### config.mk
export PLATFORM = sky130hd
export DESIGN_NAME = dual_battery_gauge_fusion
export DESIGN_NICKNAME = d
export VERILOG_FILES = /design/src/rtl/core/dbgf_pkg.sv /design/src/rtl/core/dual_battery_gauge_fusion.sv
export SDC_FILE = /design/constraint.sdc
export NUM_CORES = 1
export LEC_CHECK = 0
export ABC_CLOCK_PERIOD_IN_PS = 13500
export BUFFER_PORTS_ARGS = -buffer_cell sky130_fd_sc_hd__buf_2
export CORE_ASPECT_RATIO = 2
export CORE_MARGIN = 1
export CORE_UTILIZATION = 40
export DETAILED_ROUTE_END_ITERATION = 8
export GPL_ROUTABILITY_DRIVEN = 0
export PLACE_DENSITY = 0.66
export SLEW_MARGIN = 20
export SYNTH_ARGS = -nofsm -noshare
export SYNTH_HDL_FRONTEND = slang
export SYNTH_SLANG_ARGS = --single-unit
### constraint.sdc
create_clock -name clk -period 13.5 [get_ports clk]
set_input_delay 0.675 -clock clk [delete_from_list [all_inputs] [get_ports clk]]
set_output_delay 0.675 -clock clk [all_outputs]
set_load 0.03 [all_outputs]
### src/rtl/core/dbgf_pkg.sv
`timescale 1ns / 1ps
// ----------------------------------------------------------------------------
// dbgf_pkg
// Types, constants and the control store of the dual-gauge fusion sequencer.
// ----------------------------------------------------------------------------
package dbgf_pkg;

  // Configuration register indexes
  typedef enum logic [1:0] {
    REG_MAIN_WEIGHT   = 2'd0,
    REG_SECOND_WEIGHT = 2'd1,
    REG_DISP_DIVISOR  = 2'd2,
    REG_CHG_FLOOR     = 2'd3
  } cfg_reg_t;

  localparam logic [15:0] MainWeightRst   = 16'd2900;
  localparam logic [15:0] SecondWeightRst = 16'd1250;
  localparam logic [7:0]  DispDivisorRst  = 8'd97;
  localparam logic [15:0] ChgFloorRst     = 16'hFFEC;   // -20 mA

  // Quotient width of both long divisions (fine soc and display soc are below 2^14)
  localparam int unsigned DivBits = 14;

  // Voltage: (8*a + 2*b)/10 == (4*a + b)/5, and x/5 == (x * VoltRecip) >> VoltShift
  // for every x below 2^19
  localparam logic [18:0] VoltRecip = 19'd419431;
  localparam int unsigned VoltShift = 21;

  localparam logic [6:0]  SocMax  = 7'd100;
  localparam logic [18:0] Scale100 = 19'd100;

  localparam int unsigned PcW = 4;

  // Program step addresses
  localparam logic [PcW-1:0] StepWait     = 4'd0;
  localparam logic [PcW-1:0] StepFineLoop = 4'd8;
  localparam logic [PcW-1:0] StepDispLoop = 4'd11;
  localparam logic [PcW-1:0] StepEmit     = 4'd13;

  // Multiplier operand selection
  typedef enum logic [2:0] {
    MS_NONE = 3'd0,
    MS_VOLT = 3'd1,
    MS_SA   = 3'd2,
    MS_SB   = 3'd3,
    MS_X100 = 3'd4
  } mul_sel_t;

  // Accumulator operation
  typedef enum logic [1:0] {
    AC_NONE = 2'd0,
    AC_LOAD = 2'd1,
    AC_ADD  = 2'd2,
    AC_VOLT = 2'd3
  } acc_op_t;

  // Divider operation
  typedef enum logic [1:0] {
    DV_NONE       = 2'd0,
    DV_START_FINE = 2'd1,
    DV_START_DISP = 2'd2,
    DV_STEP       = 2'd3
  } div_op_t;

  // Post-processing operation
  typedef enum logic [1:0] {
    PO_NONE = 2'd0,
    PO_FINE = 2'd1,
    PO_DISP = 2'd2,
    PO_EMIT = 2'd3
  } post_op_t;

  // Jump condition
  typedef enum logic [1:0] {
    JC_NEXT        = 2'd0,
    JC_WAIT_IN     = 2'd1,
    JC_DIV_LOOP    = 2'd2,
    JC_OUT_BLOCKED = 2'd3
  } jcond_t;

  typedef struct packed {
    mul_sel_t       mul_sel;
    acc_op_t        acc_op;
    div_op_t        div_op;
    post_op_t       post_op;
    jcond_t         jcond;
    logic [PcW-1:0] jtarget;
    logic           ends;
  } ctrl_word_t;

  // Control store: one word per program step
  function automatic ctrl_word_t ctrl_rom(input logic [PcW-1:0] pc);
    ctrl_word_t w;
    w = '{MS_NONE, AC_NONE, DV_NONE, PO_NONE, JC_NEXT, StepWait, 1'b0};
    unique case (pc)
      4'd0:  w.jcond = JC_WAIT_IN;
      4'd1:  w.mul_sel = MS_VOLT;
      4'd2:  begin
        w.mul_sel = MS_SA;
        w.acc_op  = AC_VOLT;
      end
      4'd3:  begin
        w.mul_sel = MS_SB;
        w.acc_op  = AC_LOAD;
      end
      4'd4:  w.acc_op  = AC_ADD;
      4'd5:  w.mul_sel = MS_X100;
      4'd6:  w.acc_op  = AC_LOAD;
      4'd7:  w.div_op  = DV_START_FINE;
      4'd8:  begin
        w.div_op  = DV_STEP;
        w.jcond   = JC_DIV_LOOP;
        w.jtarget = StepFineLoop;
      end
      4'd9:  w.post_op = PO_FINE;
      4'd10: w.div_op  = DV_START_DISP;
      4'd11: begin
        w.div_op  = DV_STEP;
        w.jcond   = JC_DIV_LOOP;
        w.jtarget = StepDispLoop;
      end
      4'd12: w.post_op = PO_DISP;
      4'd13: begin
        w.post_op = PO_EMIT;
        w.jcond   = JC_OUT_BLOCKED;
        w.jtarget = StepEmit;
        w.ends    = 1'b1;
      end
      default: w.ends = 1'b1;
    endcase
    return w;
  endfunction

endpackage

### src/rtl/core/dual_battery_gauge_fusion.sv
`timescale 1ns / 1ps
// ----------------------------------------------------------------------------
// dual_battery_gauge_fusion
// Fuses one sample of two parallel battery gauges into one pack reading.
// ----------------------------------------------------------------------------
// One sample is taken at a time and gives one result. Between its transfer and
// the result appearing, a 14-step control program runs a shared multiplier
// three times for the capacity-weighted soc, once for the voltage (reciprocal
// multiply), and a shared one-bit-per-cycle divider twice for 14 quotient bits
// each (fine soc, then display percent). The next sample is taken as soon as
// the result is loaded into the output register, even if that result has not
// yet been taken; the program waits at its last step only while an older
// result still blocks the output register. Configuration registers are written
// through cfg_we/cfg_addr/cfg_wdata; the user must write them only while the
// block is idle (the block does not enforce it); display_divisor takes the low 8 data bits.

module dual_battery_gauge_fusion (
  input  logic         clk,
  input  logic         rst_n,
  // cfg
  input  logic         cfg_we,
  input  logic [1:0]   cfg_addr,
  input  logic [15:0]  cfg_wdata,
  // sample in
  input  logic         in_tvalid,
  output logic         in_tready,
  // main_voltage[15:0], second_voltage[31:16], main_current[47:32],
  // second_current[63:48], main_temp[79:64], second_temp[95:80],
  // main_soc[102:96], second_soc[109:103], charger_present[110], zero pad[111]
  input  logic [111:0] in_tdata,
  // result out
  output logic         out_tvalid,
  input  logic         out_tready,
  // fused_voltage[15:0], fused_current[32:16], fused_temp[48:33], display_soc[55:49]
  output logic [55:0]  out_tdata
);

  // Configuration registers
  logic [15:0] main_weight_r;
  logic [15:0] second_weight_r;
  logic [7:0]  disp_div_r;
  logic [15:0] chg_floor_r;

  // Sequencer
  logic [dbgf_pkg::PcW-1:0] pc_r, pc_nxt;
  dbgf_pkg::ctrl_word_t     cw;
  logic                     cond_true, hold, op_en;

  // Sample registers
  logic [15:0] main_v_r, second_v_r;
  logic signed [15:0] main_i_r, second_i_r, main_t_r, second_t_r;
  logic [6:0]  main_soc_r, second_soc_r;
  logic        chg_r;

  // Datapath
  logic [23:0] mul_a;
  logic [18:0] mul_b;
  logic [42:0] prod_r;
  logic [30:0] acc_r;
  logic [15:0] volt_r;
  logic [13:0] fine_r;
  logic [6:0]  disp_r;
  logic [6:0]  last_r, last_nxt;

  // Divider
  logic [16:0] rem_r, den_r;
  logic [13:0] num_lo_r, quo_r;
  logic [3:0]  cnt_r;
  logic [17:0] trial, trial_diff;
  logic        trial_ge;

  // Output register
  logic        out_valid_r;
  logic [55:0] out_data_r;
  logic        in_xfer, out_blocked;

  logic [16:0] wsum;
  logic signed [16:0] curr_sum, temp_sum, temp_adj, floor_ext;
  logic [15:0] temp_half;
  logic [14:0] disp_raw;
  logic        rnd_up;
  logic [6:0]  disp_map, disp_fin;

  assign in_xfer     = in_tvalid && in_tready;
  assign out_blocked = out_valid_r && !out_tready;
  assign in_tready   = (pc_r == dbgf_pkg::StepWait);
  assign out_tvalid  = out_valid_r;
  assign out_tdata   = out_data_r;

  assign wsum = {1'b0, main_weight_r} + {1'b0, second_weight_r};

  // Write configuration registers
  always_ff @(posedge clk) begin
    if (!rst_n) begin
      main_weight_r   <= dbgf_pkg::MainWeightRst;
      second_weight_r <= dbgf_pkg::SecondWeightRst;
      disp_div_r      <= dbgf_pkg::DispDivisorRst;
      chg_floor_r     <= dbgf_pkg::ChgFloorRst;
    end else if (cfg_we) begin
      unique case (dbgf_pkg::cfg_reg_t'(cfg_addr))
        dbgf_pkg::REG_MAIN_WEIGHT:   main_weight_r   <= cfg_wdata;
        dbgf_pkg::REG_SECOND_WEIGHT: second_weight_r <= cfg_wdata;
        dbgf_pkg::REG_DISP_DIVISOR:  disp_div_r      <= cfg_wdata[7:0];
        dbgf_pkg::REG_CHG_FLOOR:     chg_floor_r     <= cfg_wdata;
        default: ;
      endcase
    end
  end

  // Decode the current step and pick the next one
  always_comb begin
    cw = dbgf_pkg::ctrl_rom(pc_r);
    case (cw.jcond)
      dbgf_pkg::JC_WAIT_IN:     cond_true = !in_xfer;
      dbgf_pkg::JC_DIV_LOOP:    cond_true = (cnt_r != 4'd1);
      dbgf_pkg::JC_OUT_BLOCKED: cond_true = out_blocked;
      default:                  cond_true = 1'b0;
    endcase
    hold  = cond_true && (cw.jcond == dbgf_pkg::JC_WAIT_IN ||
                          cw.jcond == dbgf_pkg::JC_OUT_BLOCKED);
    op_en = !hold;
    if (cond_true) begin
      pc_nxt = cw.jtarget;
    end else if (cw.ends) begin
      pc_nxt = dbgf_pkg::StepWait;
    end else begin
      pc_nxt = pc_r + 4'd1;
    end
  end

  always_ff @(posedge clk) begin
    if (!rst_n) begin
      pc_r <= dbgf_pkg::StepWait;
    end else begin
      pc_r <= pc_nxt;
    end
  end

  // Capture the sample on transfer
  always_ff @(posedge clk) begin
    if (in_xfer) begin
      main_v_r     <= in_tdata[15:0];
      second_v_r   <= in_tdata[31:16];
      main_i_r     <= in_tdata[47:32];
      second_i_r   <= in_tdata[63:48];
      main_t_r     <= in_tdata[79:64];
      second_t_r   <= in_tdata[95:80];
      main_soc_r   <= in_tdata[102:96];
      second_soc_r <= in_tdata[109:103];
      chg_r        <= in_tdata[110];
    end
  end

  // Select multiplier operands
  always_comb begin
    case (cw.mul_sel)
      dbgf_pkg::MS_VOLT: begin
        mul_a = {6'd0, main_v_r, 2'b00} + {8'd0, second_v_r};
        mul_b = dbgf_pkg::VoltRecip;
      end
      dbgf_pkg::MS_SA: begin
        mul_a = {17'd0, main_soc_r};
        mul_b = {3'd0, main_weight_r};
      end
      dbgf_pkg::MS_SB: begin
        mul_a = {17'd0, second_soc_r};
        mul_b = {3'd0, second_weight_r};
      end
      dbgf_pkg::MS_X100: begin
        mul_a = acc_r[23:0];
        mul_b = dbgf_pkg::Scale100;
      end
      default: begin
        mul_a = '0;
        mul_b = '0;
      end
    endcase
  end

  // One restoring division step
  assign trial      = {rem_r, num_lo_r[13]};
  assign trial_ge   = trial >= {1'b0, den_r};
  assign trial_diff = trial - {1'b0, den_r};

  // Display mapping: round half up, clamp, saturate on a zero divisor
  assign rnd_up   = {rem_r[7:0], 1'b0} >= {1'b0, disp_div_r};
  assign disp_raw = {1'b0, quo_r} + {14'd0, rnd_up};
  assign disp_map = (disp_div_r == 8'd0 || disp_raw > {8'd0, dbgf_pkg::SocMax})
                    ? dbgf_pkg::SocMax : disp_raw[6:0];

  // Current, temperature and the hold rules
  assign curr_sum  = 17'(main_i_r) + 17'(second_i_r);
  assign temp_sum  = 17'(main_t_r) + 17'(second_t_r);
  assign temp_adj  = temp_sum + {16'd0, temp_sum[16]};
  assign temp_half = temp_adj[16:1];
  assign floor_ext = 17'($signed(chg_floor_r));

  always_comb begin
    last_nxt = (last_r == 7'd0) ? disp_r : last_r;
    disp_fin = disp_r;
    if (chg_r) begin
      if (last_nxt > disp_r && curr_sum > floor_ext) begin
        disp_fin = last_nxt;
      end
    end else begin
      if (curr_sum < 17'sd0 && last_nxt < disp_r) begin
        disp_fin = last_nxt;
      end
    end
  end

  // Datapath registers, driven by the control word
  always_ff @(posedge clk) begin
    if (op_en) begin
      if (cw.mul_sel != dbgf_pkg::MS_NONE) begin
        prod_r <= {19'd0, mul_a} * {24'd0, mul_b};
      end
      case (cw.acc_op)
        dbgf_pkg::AC_LOAD: acc_r  <= prod_r[30:0];
        dbgf_pkg::AC_ADD:  acc_r  <= acc_r + prod_r[30:0];
        dbgf_pkg::AC_VOLT: volt_r <= prod_r[dbgf_pkg::VoltShift +: 16];
        default: ;
      endcase
      case (cw.div_op)
        dbgf_pkg::DV_START_FINE: begin
          rem_r    <= acc_r[30:14];
          num_lo_r <= acc_r[13:0];
          den_r    <= wsum;
          cnt_r    <= 4'(dbgf_pkg::DivBits);
        end
        dbgf_pkg::DV_START_DISP: begin
          rem_r    <= '0;
          num_lo_r <= fine_r;
          den_r    <= {9'd0, disp_div_r};
          cnt_r    <= 4'(dbgf_pkg::DivBits);
        end
        dbgf_pkg::DV_STEP: begin
          rem_r    <= trial_ge ? trial_diff[16:0] : trial[16:0];
          quo_r    <= {quo_r[12:0], trial_ge};
          num_lo_r <= {num_lo_r[12:0], 1'b0};
          cnt_r    <= cnt_r - 4'd1;
        end
        default: ;
      endcase
      case (cw.post_op)
        dbgf_pkg::PO_FINE: fine_r <= (wsum == 17'd0) ? 14'd0 : quo_r;
        dbgf_pkg::PO_DISP: disp_r <= disp_map;
        dbgf_pkg::PO_EMIT: out_data_r <= {disp_fin, temp_half, curr_sum, volt_r};
        default: ;
      endcase
    end
  end

  // Remembered display value and output valid
  always_ff @(posedge clk) begin
    if (!rst_n) begin
      last_r      <= 7'd0;
      out_valid_r <= 1'b0;
    end else begin
      if (op_en && cw.post_op == dbgf_pkg::PO_EMIT) begin
        last_r      <= disp_fin;
        out_valid_r <= 1'b1;
      end else if (out_tready) begin
        out_valid_r <= 1'b0;
      end
    end
  end

endmodule

==> results of run 1 <==
[cell type report]
| type | count | area share |
|---|---|---|
| tap | 1071 | 0.0349 |
| antenna | 1 | 0.0000653 |
| inverter | 639 | 0.0626 |
| clock inverter | 14 | 0.00343 |
| clock buffer | 64 | 0.0325 |
| multi-input combinational | 2362 | 0.536 |
| timing repair buffer | 221 | 0.0307 |
| sequential | 406 | 0.300 |
[placed cells by master, fill, tap and decap left out, types with 16 or more instances in the layout]
| master | Yosys | final |
|---|---|---|
| a211oi_1 | 27 | 27 |
| mux2i_1 | 16 | 16 |
| inv_1 | 637 | 637 |
| nand3_1 | 67 | 67 |
| buf_2 | 4 | 192 |
| nor2_1 | 181 | 176 |
| fa_1 | 346 | 346 |
| xor2_1 | 33 | 33 |
| o21a_1 | 36 | 36 |
| nand2b_1 | 21 | 21 |
| buf_4 | 1 | 29 |
| ha_1 | 271 | 271 |
| a31oi_1 | 17 | 17 |
| dfxtp_1 | 68 | 68 |
| a21boi_0 | 42 | 42 |
| nand4_1 | 22 | 22 |
| xnor2_1 | 90 | 90 |
| nor3_1 | 45 | 43 |
| nor2b_1 | 19 | 19 |
| conb_1 | 2 | 143 |
| edfxtp_1 | 338 | 338 |
| a21o_1 | 46 | 46 |
| nand2_1 | 303 | 303 |
| o21ai_0 | 112 | 112 |
| and3_1 | 21 | 19 |
| mux2_2 | 30 | 30 |
| o211ai_1 | 28 | 28 |
| a21oi_1 | 148 | 146 |
| clkbuf_16 | 0 | 45 |
| and2_1 | 32 | 32 |
| a22oi_1 | 25 | 25 |
[metrics by stage]
stage	instance area, sq um	setup slack, ns	std cells
finish	38300	4.16	4778
floorplan	34700	5.40	3487
global route	38300	3.65	4777
detailed placement	36900	4.20	4699
CTS	38300	4.11	4777
global placement	36900	4.26	4698
[synth_stat cells, types with 22 or more instances]
cell	instances
nor2_1	181
nor3_1	45
o21a_1	36
o21ai_0	112
dfxtp_1	68
clkbuf_1	70
nand4_1	22
a21o_1	46
a21boi_0	42
fa_1	346
and2_1	32
xor2_1	33
nand3_1	67
mux2_2	30
ha_1	271
a22oi_1	25
xnor2_1	90
nand2_1	303
edfxtp_1	338
inv_1	637
a21oi_1	148
o211ai_1	28
a211oi_1	27
[sequential cells by signal (all words and copies together), names as in the netlist, 7 cells and up]
| name | flops |
|---|---|
| acc_r | 31 |
| chg_floor_r | 16 |
| den_r | 17 |
| disp_div_r | 8 |
| disp_r | 7 |
| fine_r | 14 |
| last_r | 7 |
| main_i_r | 16 |
| main_soc_r | 7 |
| main_t_r | 16 |
| main_v_r | 16 |
| main_weight_r | 16 |
| num_lo_r | 14 |
| out_tdata | 56 |
| prod_r | 37 |
| quo_r | 14 |
| rem_r | 17 |
| second_i_r | 16 |
| second_soc_r | 7 |
| second_t_r | 16 |
| second_v_r | 16 |
| second_weight_r | 16 |
| volt_r | 16 |
[worst min-delay path by stage]
stage | to | cells past startpoint | slack, ns | start
after floorplan | out_tdata[0] | 0 | 0.40 | volt_r[0]
after global placement | out_tdata[5] | 0 | 0.40 | volt_r[5]
after detailed placement | out_tdata[15] | 0 | 0.41 | volt_r[15]
after CTS | main_t_r[14] | 1 | 0.20 | in_tdata[78]
after global routing | main_t_r[14] | 1 | 0.21 | in_tdata[78]
final | main_t_r[14] | 1 | 0.22 | in_tdata[78]
[metal layers]
metal  part of all wire  wire length, microns  vias up  global-route usage
met2               0.56                 53400      768               0.436
met4              0.080                  7620        2               0.160
met5            0.00014                    13        -                   0
met3              0.044                  4170      275              0.0320
met1               0.31                 29700    12554               0.196
li1                   -                     -    11834                   -
[cell families (layout without fill, tap and decap cells)]
logic type | Yosys count | count (layout)
other | 2 | 144
AOI/OAI and AO/OA | 646 | 646
muxes | 46 | 46
xor gates and xnor gates | 123 | 123
DFF | 406 | 406
adders and majority gates | 617 | 617
buffers and inverters | 719 | 938
and+or+nand+nor | 787 | 787
==> metrics.md, run 1 <==
| Metric | Value |
|---|---|
| Status | `finished, final reports clean` |
| Levels on crit path | `29` |
| Synth Area in Adders | `0.302` |
| Total CTS buffers | `42` |
| Fmax | `0.107 GHz` |
| Routed Antenna Nets | `0` |
| Synth Area in Simple Gates | `0.107` |
| CTS tree | `yes` |
| Fillers | `8,071` |
| CP Buf/Inv Count | `5` |
| Area grow syn2layout | `12.2%` |
| CTS HTree Levels | `2` |
| WS Path Type | `reg2reg` |
| First-pass GRT wire length | `144,000 microns` |
| Post-synth top area cell | `edfxtp_1` |
| Hold Buf Count CTS | `0` |
| Slew Viols, Final | `0` |
| Most frequent CP cell | `fa_1` |
| Min Hold Slack | `0.224 ns` |
| Area fraction of the dominant cell type after synthesis | `0.297` |
| # clock sinks | `406` |
| Initial DRT Pass Iterations | `7` |
| Sum Neg Setup Slack | `0 ns` |
| Setup crit start | `main_v_r[0]` |
| R2R Path Start | `main_v_r[0]` |
| DR WL/cell | `19.9 microns` |
| Synth Area in Compound Gates | `0.128` |
| DIE AREA | `86,700 sq um` |
| Endpoints failing setup | `0` |
| Reg area | `11,500 sq um` |
| Layout cells sized above 1 | `0.0955` |
| Worst Reg-to-Reg Cells | `29` |
| Slowest CP cell | `nor3_1` |
| Worst R2R End | `prod_r[35]` |
| Final Util | `0.453` |
| Seq cells post-synth | `406` |
| Worst-case clock buffer depth | `3` |
| Synth unique cells | `87` |
| Post-synthesis cell count | `3,346` |
| Synth warn | `0` |
| Synthesized area | `34,200 sq um` |
| Synth area leaders | `edfxtp_1 30%, fa_1 20%, ha_1 9.9%` |
| Routed via count | `25,433` |
| Delay-heaviest family, CP | `adder cells` |
| Detailed Place HPWL | `77,900 microns` |
| Die extent in y | `415 microns` |
| Tmin final | `9.34 ns` |
| Cell row count | `151` |
| Max-cap violations | `0` |
| Main synth FF type | `edfxtp_1` |
| Core ar. | `84,600 sq um` |
| Critical Path RT | `13.83 ns` |
| Crit path largest cell delay | `0.65 ns` |
| Gr usage total | `0.220` |
| Worst-path clk slew | `0.06 ns` |
| Startpoint Class | `flip-flop` |
| Vias per inst | `5.32` |
| DRC errors left | `0` |
| Tightest Pin Transition | `1.13 ns` |
| Initial Util | `0.404` |
| Nature of the critical path endpoint | `flip-flop` |
| Largest net degree at the start of global routing | `76` |
| Peak fanout along the critical path | `9` |
| IO Count | `193` |
| RSZ-0062 raised after global routing | `no` |
| Average cell area after synthesis | `10.2 sq um` |
| Fin. Hold Viols | `0` |
| Critical Path Sink | `prod_r[35]` |
| Initial DRC count | `1,455` |
| WL final | `94,900 microns` |
| Main combinational cell family by area after synthesis | `adder cells` |
| Area of the multi-input gates | `20,500 sq um` |
| Asr flop ratio synth | `0` |
| DIE WIDTH | `209 microns` |
| Hold WC Path Type | `in2reg` |
| Vias in the first global route | `26,312` |
| Post-CTS setup buffer count | `0` |
| Clock Skew | `0.0425 ns` |
| EDFF count, synth | `338` |
| Worst skew pair latency | `0.63 ns` |
| Flop2flop setup slack | `4.16 ns` |
| Period utilisation layout | `0.692` |
| Xor/xnor share of the synthesized area | `0.0315` |
| Seq/Total Area, Yosys | `0.337` |
| Nets | `4,424` |
| IO buf count | `191` |
| Multiplexer area fraction after synthesis | `0.0146` |
| Slew headroom | `0.244` |
| Initial antenna violation count | `1` |
| GRT overflow | `0` |
| Critical path data arrival time | `9.67 ns` |
| PostCTS Resize Cnt | `0` |
| Clock root buffer | `clkbuf_16` |
Power of run 1 is not shown: default switching activity piles up to over one toggle a cycle in this logic, so the estimate is an artifact.
==> inputs of run 2 (changes only) <==
--- a/config.mk
+++ b/config.mk
@@ -5,7 +5,7 @@
 export SDC_FILE = /design/constraint.sdc
 export NUM_CORES = 1
 export LEC_CHECK = 0
-export ABC_CLOCK_PERIOD_IN_PS = 13500
+export ABC_CLOCK_PERIOD_IN_PS = 9700
 export BUFFER_PORTS_ARGS = -buffer_cell sky130_fd_sc_hd__buf_2
 export CORE_ASPECT_RATIO = 2
 export CORE_MARGIN = 1
==> constraint.sdc (replaced) <==
create_clock -name clk -period 9.7 [get_ports clk]
set_input_delay 0.485 -clock clk [delete_from_list [all_inputs] [get_ports clk]]
set_output_delay 0.485 -clock clk [all_outputs]
set_load 0.03 [all_outputs]
==> run 2 against run 1 <==
Global-route usage increased by 0.21 points. Worst hold slack got worse by 0.16 ns. Clock skew decreased by 0.0013 ns. Largest cell class unchanged. Register-to-register slack got worse by 3.6 ns. Via count about the same. Utilization increased by 0.098 points.
==> metrics.md, run 2 (synthesis results as in run 1) <==
| Metric | Value |
|---|---|
| Status | `finished, final reports clean (unchanged)` |
| Slowest CP cell | `fa_1 (was nor3_1)` |
| Hold WC Path Type | `in2reg (unchanged)` |
| Critical path data arrival time | `9.50 ns (was 9.67 ns)` |
| DIE WIDTH | `209 microns (unchanged)` |
| Gr usage total | `0.222 (was 0.220)` |
| DIE AREA | `86,700 sq um (unchanged)` |
| Setup crit start | `main_v_r[0] (unchanged)` |
| CTS tree | `yes (unchanged)` |
| R2R Path Start | `main_v_r[0] (unchanged)` |
| Tmin final | `9.11 ns (was 9.34 ns)` |
| CTS HTree Levels | `2 (unchanged)` |
| GRT overflow | `0 (unchanged)` |
| Non-Filler Instances | `4,789 (was 4,778)` |
| Total CTS buffers | `42 (unchanged)` |
| Nets | `4,431 (was 4,424)` |
| DRC errors left | `0 (unchanged)` |
| Critical Path RT | `10.09 ns (was 13.83 ns)` |
| Vias in the first global route | `26,493 (was 26,312)` |
| RSZ-0062 raised after global routing | `no (unchanged)` |
| Worst-path clk slew | `0.06 ns (about the same)` |
| Placed Area | `37,000 sq um (was 36,900 sq um)` |
| Fin. Hold Viols | `0 (unchanged)` |
| Initial DRC count | `1,640 (was 1,455)` |
| Detailed Place HPWL | `78,800 microns (was 77,900 microns)` |
| Hold Startpoint | `in_tdata[34] (was in_tdata[78])` |
| First-pass GRT wire length | `146,000 microns (was 144,000 microns)` |
| Sum Neg Setup Slack | `0 ns (unchanged)` |
| IO buf count | `191 (unchanged)` |
| Vias per inst | `5.31 (was 5.32)` |
| Design Area, Final | `38,400 sq um (was 38,300 sq um)` |
| Slew Viols, Final | `0 (unchanged)` |
| Max reg flops | `56 (unchanged)` |
| Die extent in y | `415 microns (unchanged)` |
| Largest net degree at the start of global routing | `76 (unchanged)` |
| IO Count | `193 (unchanged)` |
| Area grow syn2layout | `12.5% (was 12.2%)` |
| Initial antenna violation count | `5 (was 1)` |
| WL final | `95,900 microns (was 94,900 microns)` |
| Post-CTS setup buffer count | `0 (unchanged)` |
| Endpoints failing setup | `0 (unchanged)` |
| Clock root buffer | `clkbuf_16 (unchanged)` |
| Initial Util | `0.404 (unchanged)` |
| Clock Skew | `0.0412 ns (was 0.0425 ns)` |
| Slew headroom | `0.273 (was 0.244)` |
| Commonest cells after routing, fill and taps aside | `637 x inv_1, 346 x fa_1, 338 x edfxtp_1, 303 x nand2_1, 271 x ha_1 (unchanged)` |
| Peak fanout along the critical path | `8 (was 9)` |
| Period utilisation layout | `0.939 (was 0.692)` |
| DR WL/cell | `20.0 microns (was 19.9 microns)` |
| Most frequent CP cell | `fa_1 (unchanged)` |
| Layout cells sized above 1 | `0.0994 (was 0.0955)` |
| Tightest Pin Transition | `1.09 ns (was 1.13 ns)` |
| Cell row count | `151 (unchanged)` |
| Core ar. | `84,600 sq um (unchanged)` |
| Routed Antenna Nets | `0 (unchanged)` |
| Crit path largest cell delay | `0.55 ns (was 0.65 ns)` |
| Commonest non-fill, non-tap cell in the layout | `inv_1 (unchanged)` |
| Fmax | `0.110 GHz (was 0.107 GHz)` |
| WS Path Type | `reg2reg (unchanged)` |
| Fillers | `8,038 (was 8,071)` |
| Placed insts | `4,706 (was 4,699)` |
| Worst-case clock buffer depth | `3 (unchanged)` |
| Nature of the critical path endpoint | `flip-flop (unchanged)` |
| Initial DRT Pass Iterations | `5 (was 7)` |
| Routed via count | `25,446 (was 25,433)` |
| Max-cap violations | `0 (unchanged)` |
| Startpoint Class | `flip-flop (unchanged)` |
| Final Util | `0.454 (was 0.453)` |
| # clock sinks | `406 (unchanged)` |
| Worst skew pair latency | `0.60 ns (was 0.63 ns)` |
[run 2: cell types whose count changed in the layout (fill, tap and decap cells not counted), moves of 2 or more]
cell | previous run | this run
diode_2 | 1 | 6
clkinv_1 | 3 | 5
clkinv_2 | 4 | 10
clkbuf_1 | 14 | 4
buf_4 | 29 | 37
clkbuf_8 | 5 | 2
[run 2: through the flow]
| stage | setup WS, ns | hold WS, ns |
|---|---|---|
| finish | 0.593 | 0.0656 |
| global placement | 0.747 | 0.403 |
| floorplan | 1.60 | 0.400 |
| CTS | 0.430 | 0.0313 |
| global route | 0.0582 | 0.0469 |
| detailed placement | 0.501 | 0.405 |
[run 2: cell type report]
class | instances | area, sq um | share of cell area
Antenna cell | 6 | 15.0 | 0.000391
Clock buffer | 51 | 1170 | 0.0304
Clock inverter | 26 | 229 | 0.00596
Inverter | 639 | 2400 | 0.0624
Multi-Input combinational cell | 2362 | 20500 | 0.534
Sequential cell | 406 | 11500 | 0.300
Tap cell | 1071 | 1340 | 0.0349
Timing Repair Buffer | 228 | 1230 | 0.0321
[run 2: what timing repair did]
action	CTS	global route
hold buffers	0	0
gates resized for setup	0	1
setup endpoints to repair	0	1
[run 2: layer usage]
layer | global-route usage | up-vias | part of all wire
met2 | 0.435 | 762 | 0.55
met4 | 0.178 | 6 | 0.092
met5 | 0 | - | 0.00048
li1 | - | 11857 | -
met1 | 0.196 | 12519 | 0.31
met3 | 0.0322 | 302 | 0.046
[run 2: critical path: cells and delay by family (launching register included)]
| kind | cells | cell delay (ns) |
|---|---|---|
| AOI/OAI and AO/OA | 13 | 3.72 |
| xor gates and xnor gates | 1 | 0.27 |
| adders and majority gates | 9 | 4.05 |
| buffers and inverters | 5 | 0.24 |
| DFF | 1 | 0.36 |
| and+or+nand+nor | 1 | 0.23 |
[run 2: worst paths after layout]
| kind | end | slack (ns) | cells after the start |
|---|---|---|---|
| max | prod_r[33] | 0.59 | 29 |
| min | main_i_r[2] | 0.07 | 1 |
| max reg2reg | prod_r[33] | 0.59 | 29 |
| min reg2reg | out_tdata[9] | 0.42 | 0 |
Power of run 2 is left out for the same reason.
